File: src/design/rrpo_pkg.sv
// ---------------------------------------------------------------------------
// rrpo_pkg: shared types, codes and widths for the residue ring power and
// order block.
// ---------------------------------------------------------------------------
`default_nettype none
package rrpo_pkg;

  localparam int W = 16;

  // Group kinds.
  localparam logic [1:0] KIND_UNDEF = 2'd0;
  localparam logic [1:0] KIND_ADD   = 2'd1;
  localparam logic [1:0] KIND_MUL   = 2'd2;

  // Status codes.
  localparam logic [1:0] ST_OK     = 2'd0;
  localparam logic [1:0] ST_UNDEF  = 2'd1;
  localparam logic [1:0] ST_NOUNIT = 2'd2;

  // Request types.
  localparam logic REQ_POW = 1'b0;
  localparam logic REQ_ORD = 1'b1;

  // Register indexes.
  localparam logic REG_MODULUS = 1'b0;
  localparam logic REG_KIND    = 1'b1;

  typedef struct packed {
    logic          req_type;
    logic [W-1:0]  operand_a;
    logic [W-1:0]  exponent;
  } req_t;

  typedef struct packed {
    logic [W-1:0]  value;
    logic [W-1:0]  generator_count;
    logic [1:0]    status;
  } res_t;

  // Datapath operations.
  typedef enum logic [3:0] {
    OP_NONE,
    OP_LOAD,     // latch request, n
    OP_MOD,      // x = a mod n start
    OP_MODX,     // x = b mod n (b = ord/p etc)
    OP_MUL,      // r = r*b mod n
    OP_SQR,      // b = b*b mod n
    OP_DIV,      // generic divide q=num/den, rem
    OP_SET       // register moves per sel
  } op_t;

  typedef enum logic [5:0] {
    S_IDLE, S_LOAD, S_LOADW,
    S_TOT_INIT, S_TOT_TEST, S_TOT_DIVW, S_TOT_CHK, S_TOT_STRIP, S_TOT_SDIVW,
    S_TOT_SCHK, S_TOT_RSUB, S_TOT_RSUBW, S_TOT_ADV, S_TOT_END, S_TOT_ENDW,
    S_TOT_DONE,
    S_DISPATCH,
    S_PW_INIT, S_PW_STEP, S_PW_WAIT, S_PW_DONE,
    S_GCD_STEP, S_GCD_WAIT, S_GCD_Q, S_GCD_QW,
    S_MO_START, S_MO_CHK1, S_MO_PTEST, S_MO_PTESTW, S_MO_RSTRIP, S_MO_RSTRIPW,
    S_MO_OTRY, S_MO_OTRYW, S_MO_OPOW, S_MO_OPOWD, S_MO_ADV, S_MO_LAST,
    S_MO_LASTW, S_MO_LPOW, S_MO_LPOWD,
    S_OUT
  } state_t;

endpackage
`default_nettype wire

File: src/design/residue_ring_power_and_order_top.sv
// ---------------------------------------------------------------------------
// residue_ring_power_and_order_top
// Power/multiple and element order over Z_n or Z_n*.
// ---------------------------------------------------------------------------
// Usage: write modulus (index 0) and group_kind (index 1) through
// cfg_we/cfg_index/cfg_data while idle. Pulse start with a request when
// busy is low; busy rises next cycle. One result appears on result with
// done high for exactly one cycle; the receiver cannot stall it.
// The totient trial division, square-and-multiply and divisor search all
// share one bit-serial divider, so the time a request takes depends on
// the data, and is longest for large prime-rich moduli.
// One request is in flight at a time.
// Reset sets modulus 1 and group kind undefined, and returns to idle.
// ---------------------------------------------------------------------------
`default_nettype none
module residue_ring_power_and_order_top
  import rrpo_pkg::*;
(
  input  wire logic        clk,
  input  wire logic        rst,
  input  wire logic        start,
  output logic             busy,
  input  wire req_t        request,
  output logic             done,
  output res_t             result,
  input  wire logic        cfg_we,
  input  wire logic        cfg_index,
  input  wire logic [W-1:0] cfg_data
);
  logic [W-1:0] modulus;
  logic [1:0]   kind;
  req_t         req_q;
  state_t       state;
  state_t       ret;
  logic div_done, f_zero_rem, f_p_small, f_e_zero, f_x_gt1, f_tot_second;
  logic f_add, f_mul, f_ord, f_is_one, f_b_zero, f_x_zero;

  // Configuration registers.
  always_ff @(posedge clk) begin
    if (rst) begin
      modulus <= W'(1);
      kind    <= KIND_UNDEF;
    end else if (cfg_we) begin
      case (cfg_index)
        REG_MODULUS: modulus <= cfg_data;
        REG_KIND:    kind    <= cfg_data[1:0];
        default: ;
      endcase
    end
  end

  // Hold the accepted beat.
  always_ff @(posedge clk) begin
    if (start && !busy) req_q <= request;
  end

  rrpo_ctrl u_ctrl (
    .clk(clk), .rst(rst), .start(start), .div_done(div_done),
    .f_zero_rem(f_zero_rem), .f_p_small(f_p_small), .f_e_zero(f_e_zero),
    .f_x_gt1(f_x_gt1), .f_tot_second(f_tot_second), .f_add(f_add),
    .f_mul(f_mul), .f_ord(f_ord), .f_is_one(f_is_one), .f_b_zero(f_b_zero),
    .f_x_zero(f_x_zero), .state(state), .ret(ret), .busy(busy)
  );

  rrpo_dp u_dp (
    .clk(clk), .rst(rst), .state(state), .ret(ret), .req(req_q), .modulus(modulus),
    .kind(kind), .div_done(div_done), .f_zero_rem(f_zero_rem),
    .f_p_small(f_p_small), .f_e_zero(f_e_zero), .f_x_gt1(f_x_gt1),
    .f_tot_second(f_tot_second), .f_add(f_add), .f_mul(f_mul), .f_ord(f_ord),
    .f_is_one(f_is_one), .f_b_zero(f_b_zero), .f_x_zero(f_x_zero),
    .res(result), .res_valid(done)
  );
endmodule
`default_nettype wire

File: src/design/rrpo_div.sv
// ---------------------------------------------------------------------------
// rrpo_div: restoring divider, one quotient bit per cycle.
// Dividend up to 2W bits, divisor W bits.
// ---------------------------------------------------------------------------
`default_nettype none
module rrpo_div
  import rrpo_pkg::*;
(
  input  wire logic           clk,
  input  wire logic           rst,
  input  wire logic           go,
  input  wire logic [2*W-1:0] num,
  input  wire logic [W-1:0]   den,
  output logic                done,
  output logic [2*W-1:0]      quo,
  output logic [W-1:0]        rem
);
  localparam int CW = $clog2(2*W+1);

  logic [CW-1:0]  cnt;
  logic           run;
  logic [W:0]     part;
  logic [2*W-1:0] q;
  logic [W-1:0]   d;
  logic [W:0]     trial;
  logic [W:0]     shifted;

  // Shift in one dividend bit and trial-subtract.
  always_comb begin
    shifted = {part[W-1:0], q[2*W-1]};
    trial   = shifted - {1'b0, d};
  end

  always_ff @(posedge clk) begin
    if (rst) begin
      run  <= 1'b0;
      done <= 1'b0;
      cnt  <= '0;
    end else begin
      done <= 1'b0;
      if (go) begin
        run  <= 1'b1;
        cnt  <= CW'(2*W);
        part <= '0;
        q    <= num;
        d    <= den;
      end else if (run) begin
        if (!trial[W]) begin
          part <= trial;
          q    <= {q[2*W-2:0], 1'b1};
        end else begin
          part <= shifted;
          q    <= {q[2*W-2:0], 1'b0};
        end
        cnt <= cnt - CW'(1);
        if (cnt == CW'(1)) begin
          run  <= 1'b0;
          done <= 1'b1;
        end
      end
    end
  end

  assign quo = q;
  assign rem = part[W-1:0];
endmodule
`default_nettype wire

File: src/design/rrpo_ctrl.sv
// ---------------------------------------------------------------------------
// rrpo_ctrl: sequencer for totient, power, gcd and order searches.
// Drives the datapath by a state code; reads back its flags.
// ---------------------------------------------------------------------------
`default_nettype none
module rrpo_ctrl
  import rrpo_pkg::*;
(
  input  wire logic   clk,
  input  wire logic   rst,
  input  wire logic   start,
  input  wire logic   div_done,
  input  wire logic   f_zero_rem,   // divider remainder is zero
  input  wire logic   f_p_small,    // p*p <= x
  input  wire logic   f_e_zero,     // exponent exhausted
  input  wire logic   f_x_gt1,      // x > 1
  input  wire logic   f_tot_second, // second totient pass pending
  input  wire logic   f_add,
  input  wire logic   f_mul,
  input  wire logic   f_ord,
  input  wire logic   f_is_one,     // pow result equals 1 mod n
  input  wire logic   f_b_zero,     // gcd divisor zero
  input  wire logic   f_x_zero,     // reduced operand zero
  output state_t      state,
  output state_t      ret,          // where a power call returns
  output logic        busy
);
  state_t nxt;

  always_ff @(posedge clk) begin
    if (rst) state <= S_IDLE;
    else     state <= nxt;
  end

  // Record the return point of each power call.
  always_ff @(posedge clk) begin
    if (rst) begin
      ret <= S_IDLE;
    end else begin
      case (state)
        S_DISPATCH: ret <= S_PW_DONE;
        S_MO_START: ret <= S_MO_CHK1;
        S_MO_OPOW:  ret <= S_MO_OPOWD;
        S_MO_LPOW:  ret <= S_MO_LPOWD;
        default: ;
      endcase
    end
  end

  // Next state.
  always_comb begin
    nxt = state;
    case (state)
      S_IDLE:      if (start) nxt = S_LOAD;
      S_LOAD:      nxt = S_LOADW;
      S_LOADW:     if (div_done) nxt = (f_add || f_mul) ? S_TOT_INIT : S_OUT;
      S_TOT_INIT:  nxt = S_TOT_TEST;
      S_TOT_TEST:  nxt = f_p_small ? S_TOT_DIVW : S_TOT_END;
      S_TOT_DIVW:  if (div_done) nxt = S_TOT_CHK;
      S_TOT_CHK:   nxt = f_zero_rem ? S_TOT_STRIP : S_TOT_ADV;
      S_TOT_STRIP: nxt = S_TOT_SDIVW;
      S_TOT_SDIVW: if (div_done) nxt = S_TOT_SCHK;
      S_TOT_SCHK:  nxt = f_zero_rem ? S_TOT_STRIP : S_TOT_RSUB;
      S_TOT_RSUB:  nxt = S_TOT_RSUBW;
      S_TOT_RSUBW: if (div_done) nxt = S_TOT_ADV;
      S_TOT_ADV:   nxt = S_TOT_TEST;
      S_TOT_END:   nxt = f_x_gt1 ? S_TOT_ENDW : S_TOT_DONE;
      S_TOT_ENDW:  if (div_done) nxt = S_TOT_DONE;
      S_TOT_DONE:  nxt = f_tot_second ? S_TOT_INIT : S_DISPATCH;
      S_DISPATCH:  begin
        if (!f_ord)     nxt = S_PW_INIT;
        else if (f_add) nxt = f_x_zero ? S_OUT : S_GCD_STEP;
        else            nxt = S_MO_START;
      end
      S_PW_INIT:   nxt = S_PW_STEP;
      S_PW_STEP:   nxt = f_e_zero ? ret : S_PW_WAIT;
      S_PW_WAIT:   if (div_done) nxt = S_PW_STEP;
      S_PW_DONE:   nxt = S_OUT;
      S_GCD_STEP:  nxt = f_b_zero ? S_GCD_Q : S_GCD_WAIT;
      S_GCD_WAIT:  if (div_done) nxt = S_GCD_STEP;
      S_GCD_Q:     nxt = S_GCD_QW;
      S_GCD_QW:    if (div_done) nxt = S_OUT;
      S_MO_START:  nxt = S_PW_INIT;
      S_MO_CHK1:   nxt = f_is_one ? S_MO_PTEST : S_OUT;
      S_MO_PTEST:  nxt = f_p_small ? S_MO_PTESTW : S_MO_LAST;
      S_MO_PTESTW: if (div_done) nxt = f_zero_rem ? S_MO_RSTRIP : S_MO_ADV;
      S_MO_RSTRIP: nxt = S_MO_RSTRIPW;
      S_MO_RSTRIPW: if (div_done) nxt = f_zero_rem ? S_MO_RSTRIP : S_MO_OTRY;
      S_MO_OTRY:   nxt = S_MO_OTRYW;
      S_MO_OTRYW:  if (div_done) nxt = f_zero_rem ? S_MO_OPOW : S_MO_ADV;
      S_MO_OPOW:   nxt = S_PW_INIT;
      S_MO_OPOWD:  nxt = f_is_one ? S_MO_OTRY : S_MO_ADV;
      S_MO_ADV:    nxt = S_MO_PTEST;
      S_MO_LAST:   nxt = f_x_gt1 ? S_MO_LASTW : S_OUT;
      S_MO_LASTW:  if (div_done) nxt = f_zero_rem ? S_MO_LPOW : S_OUT;
      S_MO_LPOW:   nxt = S_PW_INIT;
      S_MO_LPOWD:  nxt = f_is_one ? S_MO_LAST : S_OUT;
      S_OUT:       nxt = S_IDLE;
      default:     nxt = S_IDLE;
    endcase
  end

  // Outputs.
  always_comb begin
    busy = (state != S_IDLE);
  end
endmodule
`default_nettype wire

File: src/design/rrpo_dp.sv
// ---------------------------------------------------------------------------
// rrpo_dp: working registers, shared divider and multipliers for the
// residue ring engine. Each controller state selects its register updates.
// ---------------------------------------------------------------------------
`default_nettype none
module rrpo_dp
  import rrpo_pkg::*;
(
  input  wire logic        clk,
  input  wire logic        rst,
  input  wire state_t      state,
  input  wire state_t      ret,
  input  wire req_t        req,
  input  wire logic [W-1:0] modulus,
  input  wire logic [1:0]  kind,
  output logic             div_done,
  output logic             f_zero_rem,
  output logic             f_p_small,
  output logic             f_e_zero,
  output logic             f_x_gt1,
  output logic             f_tot_second,
  output logic             f_add,
  output logic             f_mul,
  output logic             f_ord,
  output logic             f_is_one,
  output logic             f_b_zero,
  output logic             f_x_zero,
  output res_t             res,
  output logic             res_valid
);
  // Request and configuration snapshot.
  logic [W-1:0] n, k;
  logic [1:0]   knd;
  logic         ord;
  // Totient engine.
  logic [W-1:0] tx, tr, tp, ph1, ph2;
  logic         pass2;
  // Power engine.
  logic [W-1:0] pr, pb, pe;
  // Order search and gcd.
  logic [W-1:0] ox, ord_v, rest, mp, ga, gb, val;
  logic [1:0]   st;

  logic           go;
  logic [2*W-1:0] num, quo;
  logic [W-1:0]   den, rem;
  logic [2*W-1:0] prod;
  logic [1:0]     pw_phase;

  rrpo_div u_div (
    .clk(clk), .rst(rst), .go(go), .num(num), .den(den),
    .done(div_done), .quo(quo), .rem(rem)
  );

  // Divider operand selection by state.
  always_comb begin
    go  = 1'b0;
    num = '0;
    den = n;
    prod = '0;
    case (state)
      S_TOT_TEST: begin
        go = f_p_small; num = {{W{1'b0}}, tx}; den = tp;
      end
      S_TOT_STRIP: begin
        go = 1'b1; num = {{W{1'b0}}, tx}; den = tp;
      end
      S_TOT_RSUB: begin
        go = 1'b1; num = {{W{1'b0}}, tr}; den = tp;
      end
      S_TOT_END: begin
        go = f_x_gt1; num = {{W{1'b0}}, tr}; den = tx;
      end
      S_PW_STEP: begin
        if (!f_e_zero) begin
          go = 1'b1;
          // Additive mode doubles and adds; multiplicative squares and multiplies.
          if (pw_phase == 2'd0) begin
            if (!pe[0])               prod = {{W{1'b0}}, pr};
            else if (knd == KIND_ADD) prod = {{(W-1){1'b0}}, {1'b0, pr} + {1'b0, pb}};
            else                      prod = pr * pb;
          end else begin
            if (knd == KIND_ADD) prod = {{(W-1){1'b0}}, {1'b0, pb} + {1'b0, pb}};
            else                 prod = pb * pb;
          end
          num = prod;
        end
      end
      S_PW_INIT: begin
        go = 1'b0;
      end
      S_GCD_STEP: begin
        go = !f_b_zero; num = {{W{1'b0}}, ga}; den = gb;
      end
      S_GCD_Q: begin
        go = 1'b1; num = {{W{1'b0}}, n}; den = ga;
      end
      S_MO_PTEST: begin
        go = f_p_small; num = {{W{1'b0}}, rest}; den = tp;
      end
      S_MO_RSTRIP: begin
        go = 1'b1; num = {{W{1'b0}}, rest}; den = tp;
      end
      S_MO_OTRY: begin
        go = 1'b1; num = {{W{1'b0}}, ord_v}; den = tp;
      end
      S_MO_LAST: begin
        go = f_x_gt1; num = {{W{1'b0}}, ord_v}; den = rest;
      end
      S_LOAD: begin
        go = 1'b1; num = {{W{1'b0}}, req.operand_a};
        den = (modulus == '0) ? W'(1) : modulus;
      end
      default: go = 1'b0;
    endcase
  end

  // Flags.
  logic [2*W-1:0] psq;
  logic [W-1:0]   lim;
  assign lim = (state == S_MO_PTEST) ? rest : tx;
  assign psq = tp * tp;
  assign f_p_small    = (psq <= {{W{1'b0}}, lim});
  assign f_zero_rem   = (rem == '0);
  assign f_e_zero     = (pe == '0) && (pw_phase == 2'd0);
  assign f_x_gt1      = (state == S_MO_LAST) ? (rest > W'(1)) : (tx > W'(1));
  assign f_tot_second = !pass2 && (knd == KIND_MUL);
  assign f_add        = (knd == KIND_ADD);
  assign f_mul        = (knd == KIND_MUL);
  assign f_ord        = ord;
  assign f_is_one     = (pr == ((n == W'(1)) ? W'(0) : W'(1)));
  assign f_b_zero     = (gb == '0);
  assign f_x_zero     = (ox == '0);

  always_ff @(posedge clk) begin
    if (rst) begin
      res_valid <= 1'b0;
      pass2     <= 1'b0;
      pw_phase  <= 2'd0;
    end else begin
      res_valid <= 1'b0;
      case (state)
        // Snapshot the request.
        S_LOAD: begin
          n     <= (modulus == '0) ? W'(1) : modulus;
          k     <= req.exponent;
          ord   <= req.req_type;
          knd   <= kind;
          pass2 <= 1'b0;
          st    <= (kind == KIND_ADD || kind == KIND_MUL) ? ST_OK : ST_UNDEF;
          val   <= '0;
          ph1   <= '0;
          ph2   <= '0;
        end
        // Keep the operand reduced mod n.
        S_LOADW: if (div_done) ox <= rem;
        // Totient of n (first pass) or of phi(n) (second pass).
        S_TOT_INIT: begin
          tx <= pass2 ? ph1 : n;
          tr <= pass2 ? ph1 : n;
          tp <= W'(2);
        end
        S_TOT_CHK: if (f_zero_rem) tx <= quo[W-1:0];
        S_TOT_SCHK: if (f_zero_rem) tx <= quo[W-1:0];
        S_TOT_RSUBW: if (div_done) tr <= tr - quo[W-1:0];
        S_TOT_ADV: tp <= tp + W'(1);
        S_TOT_ENDW: if (div_done) tr <= tr - quo[W-1:0];
        S_TOT_DONE: begin
          if (!pass2) ph1 <= tr;
          else        ph2 <= tr;
          pass2 <= f_tot_second;
        end
        // Pick the job.
        S_DISPATCH: begin
          ga <= n;
          gb <= ox;
          if (!ord) begin
            if (knd == KIND_ADD) begin
              pr  <= '0; pb <= ox; pe <= k;
            end
          end else if (knd == KIND_ADD && ox == '0) begin
            val <= W'(1);
          end
        end
        // Square-and-multiply, or shift-and-add in additive mode.
        S_PW_INIT: begin
          pw_phase <= 2'd0;
          if (knd == KIND_MUL) begin
            pr <= (n == W'(1)) ? W'(0) : W'(1);
            pb <= ox;
            case (ret)
              S_MO_CHK1:  pe <= ph1;
              S_MO_OPOWD: pe <= mp;
              S_MO_LPOWD: pe <= mp;
              default:    pe <= k;
            endcase
          end
        end
        S_PW_WAIT: if (div_done) begin
          if (pw_phase == 2'd0) begin
            pr <= rem; pw_phase <= 2'd1;
          end else begin
            pb <= rem; pw_phase <= 2'd0; pe <= pe >> 1;
          end
        end
        S_PW_DONE: val <= pr;
        // Euclid, then n / gcd.
        S_GCD_WAIT: if (div_done) begin
          ga <= gb; gb <= rem;
        end
        S_GCD_QW: if (div_done) val <= quo[W-1:0];
        // Multiplicative order.
        S_MO_CHK1: begin
          ord_v <= ph1; rest <= ph1; tp <= W'(2);
          if (!f_is_one) st <= ST_NOUNIT;
        end
        S_MO_PTESTW: if (div_done) begin
          if (f_zero_rem) rest <= quo[W-1:0];
        end
        S_MO_RSTRIPW: if (div_done && f_zero_rem) rest <= quo[W-1:0];
        S_MO_OTRYW: if (div_done) mp <= quo[W-1:0];
        S_MO_OPOWD: if (f_is_one) ord_v <= mp;
        S_MO_ADV: tp <= tp + W'(1);
        S_MO_LASTW: if (div_done) mp <= quo[W-1:0];
        S_MO_LPOWD: begin
          if (f_is_one) ord_v <= mp;
          else          val   <= ord_v;
        end
        S_MO_LAST: if (!f_x_gt1) val <= ord_v;
        S_OUT: res_valid <= 1'b1;
        default: ;
      endcase
      // The restrip wait with nonzero remainder falls to OTRY; last divide
      // with nonzero remainder ends the search.
      if (state == S_MO_LASTW && div_done && !f_zero_rem) val <= ord_v;
    end
  end

  // Result assembly.
  always_comb begin
    res.status          = st;
    res.value           = (st == ST_OK) ? val : '0;
    res.generator_count = (knd == KIND_ADD) ? ph1 : (knd == KIND_MUL) ? ph2 : '0;
  end

  // A result appears only in the cycle after the output state.
  a_valid_out: assert property (@(posedge clk) disable iff (rst)
    res_valid |-> $past(state == S_OUT))
    else $error("result strobe without output state");
  a_div_busy: assert property (@(posedge clk) disable iff (rst)
    div_done |=> !div_done)
    else $error("divider done held");
  a_st_val: assert property (@(posedge clk) disable iff (rst)
    res_valid && (res.status != ST_OK) |-> (res.value == '0))
    else $error("nonzero value with error status");
endmodule
`default_nettype wire
File: config.mk
export PLATFORM = sky130hd
export DESIGN_NAME = residue_ring_power_and_order_top
export DESIGN_NICKNAME = d
export VERILOG_FILES = /design/src/design/rrpo_pkg.sv /design/src/design/residue_ring_power_and_order_top.sv /design/src/design/rrpo_div.sv /design/src/design/rrpo_ctrl.sv /design/src/design/rrpo_dp.sv
export SDC_FILE = /design/constraint.sdc
export NUM_CORES = 2
export LEC_CHECK = 0
export ABC_CLOCK_PERIOD_IN_PS = 11400
export BUFFER_PORTS_ARGS = -buffer_cell sky130_fd_sc_hd__buf_2
export CORE_MARGIN = 8
export CORE_UTILIZATION = 42
export CTS_CLUSTER_SIZE = 12
export DETAILED_ROUTE_END_ITERATION = 8
export PLACE_DENSITY = 0.56
export SYNTH_ARGS = -nofsm -noshare
export SYNTH_HDL_FRONTEND = slang
export SYNTH_SLANG_ARGS = --single-unit
File: constraint.sdc
create_clock -name clk -period 11.4 [get_ports clk]
set_input_delay 3.42 -clock clk [delete_from_list [all_inputs] [get_ports clk]]
set_output_delay 3.42 -clock clk [all_outputs]
set_load 0.05 [all_outputs]
======== Yosys cells after proc, flatten, opt, wreduce, memory -nomap -nowiden ========
Index checks and enable logic that the tools add are counted.
word-level totals
  bits in registers ....................... 416
operators by class
  multiply operators ...................... 3
  reductions and logical operators ........ 75
  muxes and demuxes ....................... 115
  bitwise gates (word level) .............. 3
  add/subtract/negate cells ............... 6
  $lt $le $gt $ge ......................... 3
  eq/ne operators ......................... 81
operators with widths
  operator                                             number
  two-way mux 16 bit                                   38
  case mux 16 bit (2 select lines)                     9
  case mux 32 bit (8 select lines)                     1
  two-way mux 32 bit                                   7
  case mux 6 bit (37 select lines)                     1
  case mux 16 bit (3 select lines)                     4
  case mux 16 bit (6 select lines)                     2
  two-way mux 6 bit                                    24
  equality test 6 x 5 -> 1 bit, second input constant  17
  multiplier 16 x 16 -> 32 bit                         3
  zero test 16 bit                                     5
  equality test 6 bit, second input constant           11
  equality test 6 x 4 -> 1 bit, second input constant  8
  != test 2 x 1 -> 1 bit, second input constant        21
  adder 16 x 16 -> 17 bit                              2
  > comparator 16 x 1 -> 1 bit, second input constant  2
  <= comparator 32 x 16 -> 1 bit                       1
  OR reduction 2 bit                                   15
  AND reduction 3 bit                                  9
  equality test 6 x 3 -> 1 bit, second input constant  4
  two-way mux 4 bit                                    6
  case mux 6 bit (4 select lines)                      1
  AND reduction 7 bit                                  3
  nonzero test 2 bit                                   9
  other kinds (34)                                     83

======== Logic depth before layout (Yosys ltp) ========
  depth after elaboration ................. 7
  gate-level depth with buffers ........... 36
  gate-level depth less buffers ........... 32

======== Hierarchy ========
A second synthesis with hierarchy kept.
second synthesis, totals
  cells, all modules ...................... 4,800
  area total of the unflattened synthesis .. 46,168.0 µm²
modules (own cells, without submodules)
  module                            area each (µm²)  times used  cells each
  rrpo_dp                           39,157.6         1           4,178
  rrpo_div                          3,817.4          1           308
  residue_ring_power_and_order_top  1,851.8          1           114
  rrpo_ctrl                         1,341.3          1           200

======== Worst setup path before layout ========
No wires, ideal clock.
  kind .................................... register to register
  from .................................... register u_dp.tp[9]
  to ...................................... register u_dp.u_div.part[0] (enable)
  required time ........................... 10,930 ps
  stages on the path, launching flop included .. 31
  slack ................................... 943 ps
  data arrival time ....................... 9,988 ps
  path through ............................ edfxtp_1 > clkbuf_1 > clkbuf_1 > nand2_1 > fa_1 > inv_1 > fa_1 > inv_1 > fa_1 > inv_1 > fa_1 > fa_1 > fa_1 > ha_1 > clkbuf_1 > nand2_1 > o211ai_1 > a21oi_1 > xnor2_1 > ha_1 > nand4_1 > or4_1 > or3b_1 > o21ai_1 > o2111ai_1 > nor4_1 > nand4b_1 > o31a_1 > buf_6 > clkbuf_1 > a21oi_1
between the ends
  longest elaborated chain between the ends .. 5
RTL lines
  what                             RTL line        source
  from (decl)                      rrpo_dp.sv:36   logic [W-1:0] tx, tr, tp, ph1, ph2;
  from (signal assigned)           rrpo_dp.sv:166  S_TOT_ADV: tp <= tp + W'(1);
  from (signal assigned)           rrpo_dp.sv:223  S_MO_ADV: tp <= tp + W'(1);
  multiplier 16 x 16 -> 32 bit     rrpo_dp.sv:122  assign psq = tp * tp;
  <= comparator 32 x 16 -> 1 bit   rrpo_dp.sv:123  assign f_p_small = (psq <= {{W{1'b0}}, lim});
  case mux 1 bit (5 select lines)  rrpo_dp.sv:61   case (state)
  nonzero test 2 bit (no line)     n/a
  AND reduction 2 bit (no line)    n/a
  to (signal assigned)             rrpo_div.sv:49  part <= trial;
  to (signal assigned)             rrpo_div.sv:52  part <= shifted;
  to (decl)                        rrpo_div.sv:22  logic [W:0] part;
No other way between the ends.
A chain may end at the register's enable or synchronous reset.

======== Final worst setup path ========
  from .................................... register u_dp.tp[3]
  to ...................................... register u_dp.u_div.q[19], in the netlist u_dp.u_div.quo[19] (enable)
between the ends
  longest elaborated chain between the ends .. 5
RTL lines
  what                             RTL line        source
  multiplier 16 x 16 -> 32 bit     rrpo_dp.sv:122
  <= comparator 32 x 16 -> 1 bit   rrpo_dp.sv:123
  case mux 1 bit (5 select lines)  rrpo_dp.sv:61
  nonzero test 2 bit (no line)     n/a
  AND reduction 2 bit (no line)    n/a
  to (signal assigned)             rrpo_div.sv:45  q <= num;
  to (signal assigned)             rrpo_div.sv:50  q <= {q[2*W-2:0], 1'b1};
  to (signal assigned)             rrpo_div.sv:53  q <= {q[2*W-2:0], 1'b0};
  to (decl)                        rrpo_div.sv:23  logic [2*W-1:0] q;
No other way between the ends.

==> run summary <==
CP dominant cell by count: fa_1
WP data arrival: 10,520 ps
Worst flop-to-flop path startpoint: u_dp.tp[3]
Commonest cells post-synth: 803 x inv_1, 539 x nand2_1, 526 x fa_1, 374 x edfxtp_1, 367 x ha_1
Die width: 345 um
Power Dens Cells: 223 nW/um2
Synth area leader: edfxtp_1
Comb pwr share: 65.5%
Slew margin rel.: 18.1%
Worst IR Drop VDD: 0.344 mV
Initial Util: 42.3%
Syn Area/Cell: 9.58 um2
Critical path fanouts, max: 64
CTS tree: done
Capturing point of the worst reg2reg path: u_dp.u_div.quo[19]
Top FF cell, synth: edfxtp_1
Hold Path Stages: 0
Top delay family on crit path: adder cells
Actual slew at the worst max-slew pin: 1220 ps
Sequential Power Share: 20.0%
Hold WC Path Type: flip-flop to flip-flop
WHS: 412 ps
Hold path startpoint: req_q[1]
Area contributors post-synth: edfxtp_1 25%, fa_1 23%, ha_1 10%, inv_1 6.6%, nand2_1 4.5%
Setup TNS: 0 ps
Seq cells post-synth: 415
Dpl cell area: 47,500 um2
GR peak layer: met2
Resize count post-CTS: 0
Core Region: 107,000 um2
Worst-Skew Late Latency: 660 ps
Via count: 35,200
Worst-path clk slew: 70 ps
RePlAce Congestion: 0.931
M2 GR Usage: 40.4%
CTS max path bufs: 3
Top reg by flops: req_q
Cell with the most instances after synthesis: inv_1
Finished Cell Area: 49,100 um2
Port Buf Inserts: 89
Area grow syn2layout: 8.12%
First-pass DRT Iterations: 9
Synthesis warning total: 0
FFs w/ async S/R, synth: 0%
M3 GR Usage: 4.20%
Number of nets in the layout: 5,665
Crit path largest cell delay: 730 ps
Pins Over Slew Limit: 0
Clock Tree Root: clkbuf_16
Overall routing resource usage: 25.1%
Data required, critical path: 11,660 ps
CTS sink cnt: 415
Setup-failing EPs final: 0
Final period utilization: 90.0%
First-pass GRT wire length: 226 mm
Final hold vios: 0
Final min period: 10,260 ps
Inst Count DP: 6,069
H-tree lvl count: 2
Dpl hpwl: 114 mm
Row cnt: 120
Antenna violations before repair: 2
IO Pins: 90
DR WL/cell: 24.2 um
DR DRC count: 4
Post-CTS Setup Bufs: 0
Finished Layout Cells: 6,161
Hold-fix buffers, CTS: 0
CP Class: flip-flop to flip-flop
Vias in the first global route: 35,700
Mapped cell area: 45,400 um2
CP Launch Type: flip-flop
Clock Power Share: 14.5%
Fmax: 97.4 MHz
Sum of buffers and inverters on the critical path: 7
Largest net degree at the start of global routing: 74
Post-Syn Nets: 5,684
Netlist cell types: 86
Share of layout cells above drive strength 1: 8.09%
Die Span Y: 345 um
Critical-path top delay cell: a21oi_4
Vias per cell: 5.72
R2R cell count: 30
Post-synthesis sequential area ratio: 26.5%
Outcome: finished, violations left
Tot Pwr: 10.9 mW
Max FFs per register: 33
Internal power consumption: 5.53 mW
Net Sw Frac: 49.4%
Failing checks: design-rule violations
Remaining antenna violation count: 0
Worst setup EP type: flip-flop
R2R Setup Slk: 1140 ps
Remaining global-route overflow: 0
Hold Path End: u_dp.k[1]
Number of synthesized flops with an enable pin: 374
Area fraction of the dominant cell type after synthesis: 24.7%
Drt initial violations: 3,855
Mapped Cells: 4,737
TritonCTS Buffers: 50
Skew final: 48.7 ps
GR Util met1: 34.1%
Net Sw Power: 5.41 mW
RSZ-0062 raised after global routing: false
Static Leak: 21.9 nW
Full die area: 119,000 um2
N_diodes: 0
Routed WL: 149 mm
Max Cap Violations: 0
cell type report:
type                    instances  area [um2]
clock buffers                  70        1360
clock inverters                22         234
fillers                     10400       58100
inverters                     806        3030
multi-input cells            3262       29500
flip-flops and latches        415       12100
well taps                    1403        1760
repair buffers                183        1150
stage by stage:
stage               setup slack (ps)  util [%]
global placement                1400      44.3
floorplan                        943         -
global route                     621      45.8
finish                          1140      45.8
CTS                             1160      45.8
detailed placement              1180      44.3
power groups by stage:
stage / Combinational [mW] / Sequential, mW / Clock [mW]
final: 7.17 / 2.19 / 1.59
after global routing: 7.94 / 2.20 / 1.66
after floorplan: 5.09 / 2.08 / 0
after CTS: 7.18 / 2.17 / 1.61
after global placement: 7.13 / 2.20 / 0
after detailed placement: 7.12 / 2.20 / 0
worst register-to-register path: cells and delay by family, from the launching register on:
family | cells | cell delay [ps]
buf+inv | 7 | 1410
compound gates | 7 | 2160
simple gates | 7 | 1880
fa+ha+maj | 8 | 3650
flops | 1 | 640
xor+xnor | 1 | 110
worst max path at each step:
stage                     from                 end  slack, ps  cells past startpoint
global placement    u_dp.tp[3]  u_dp.u_div.quo[16]       1400                     30
CTS                 u_dp.tp[3]  u_dp.u_div.quo[19]       1160                     30
global route        u_dp.tp[3]  u_dp.u_div.quo[19]        620                     30
floorplan           u_dp.tp[9]  u_dp.u_div.part[0]        940                     30
detailed placement  u_dp.tp[3]  u_dp.u_div.quo[16]       1180                     30
finish              u_dp.tp[3]  u_dp.u_div.quo[19]       1140                     30
layout by cell type (no fill, tap or decap), types with 94 or more instances in the layout:
cell and count:
inv_1 803, a21oi_1 211, edfxtp_1 374, ha_1 366
nand2_1 539, buf_4 94, fa_1 526, and2_1 225
o21ai_0 122, nor2_1 238
cell families (layout without fill, tap and decap cells):
logic type               after synthesis  after routing  share of synthesized area [%]
AND/OR/NAND/NOR                     1322           1322                           13.7
buffers and inverters               1060           1081                           8.87
adder cells (fa/ha/maj)              893            893                           33.3
AO/OA/AOI/OAI                        779            779                           11.8
flip-flops                           415            415                           26.5
XOR/XNOR                             140            140                           2.72
multiplexers                         128            128                           3.03
per-layer routing:
| layer | vias up | share of wire (%) |
|---|---|---|
| met5 | - | 0 |
| met4 | 0 | 4.3 |
| met3 | 285 | 8.0 |
| met2 | 1469 | 45 |
| met1 | 17700 | 42 |
| li1 | 15800 | - |
No activity file was read; power rests on OpenSTA's default activity.
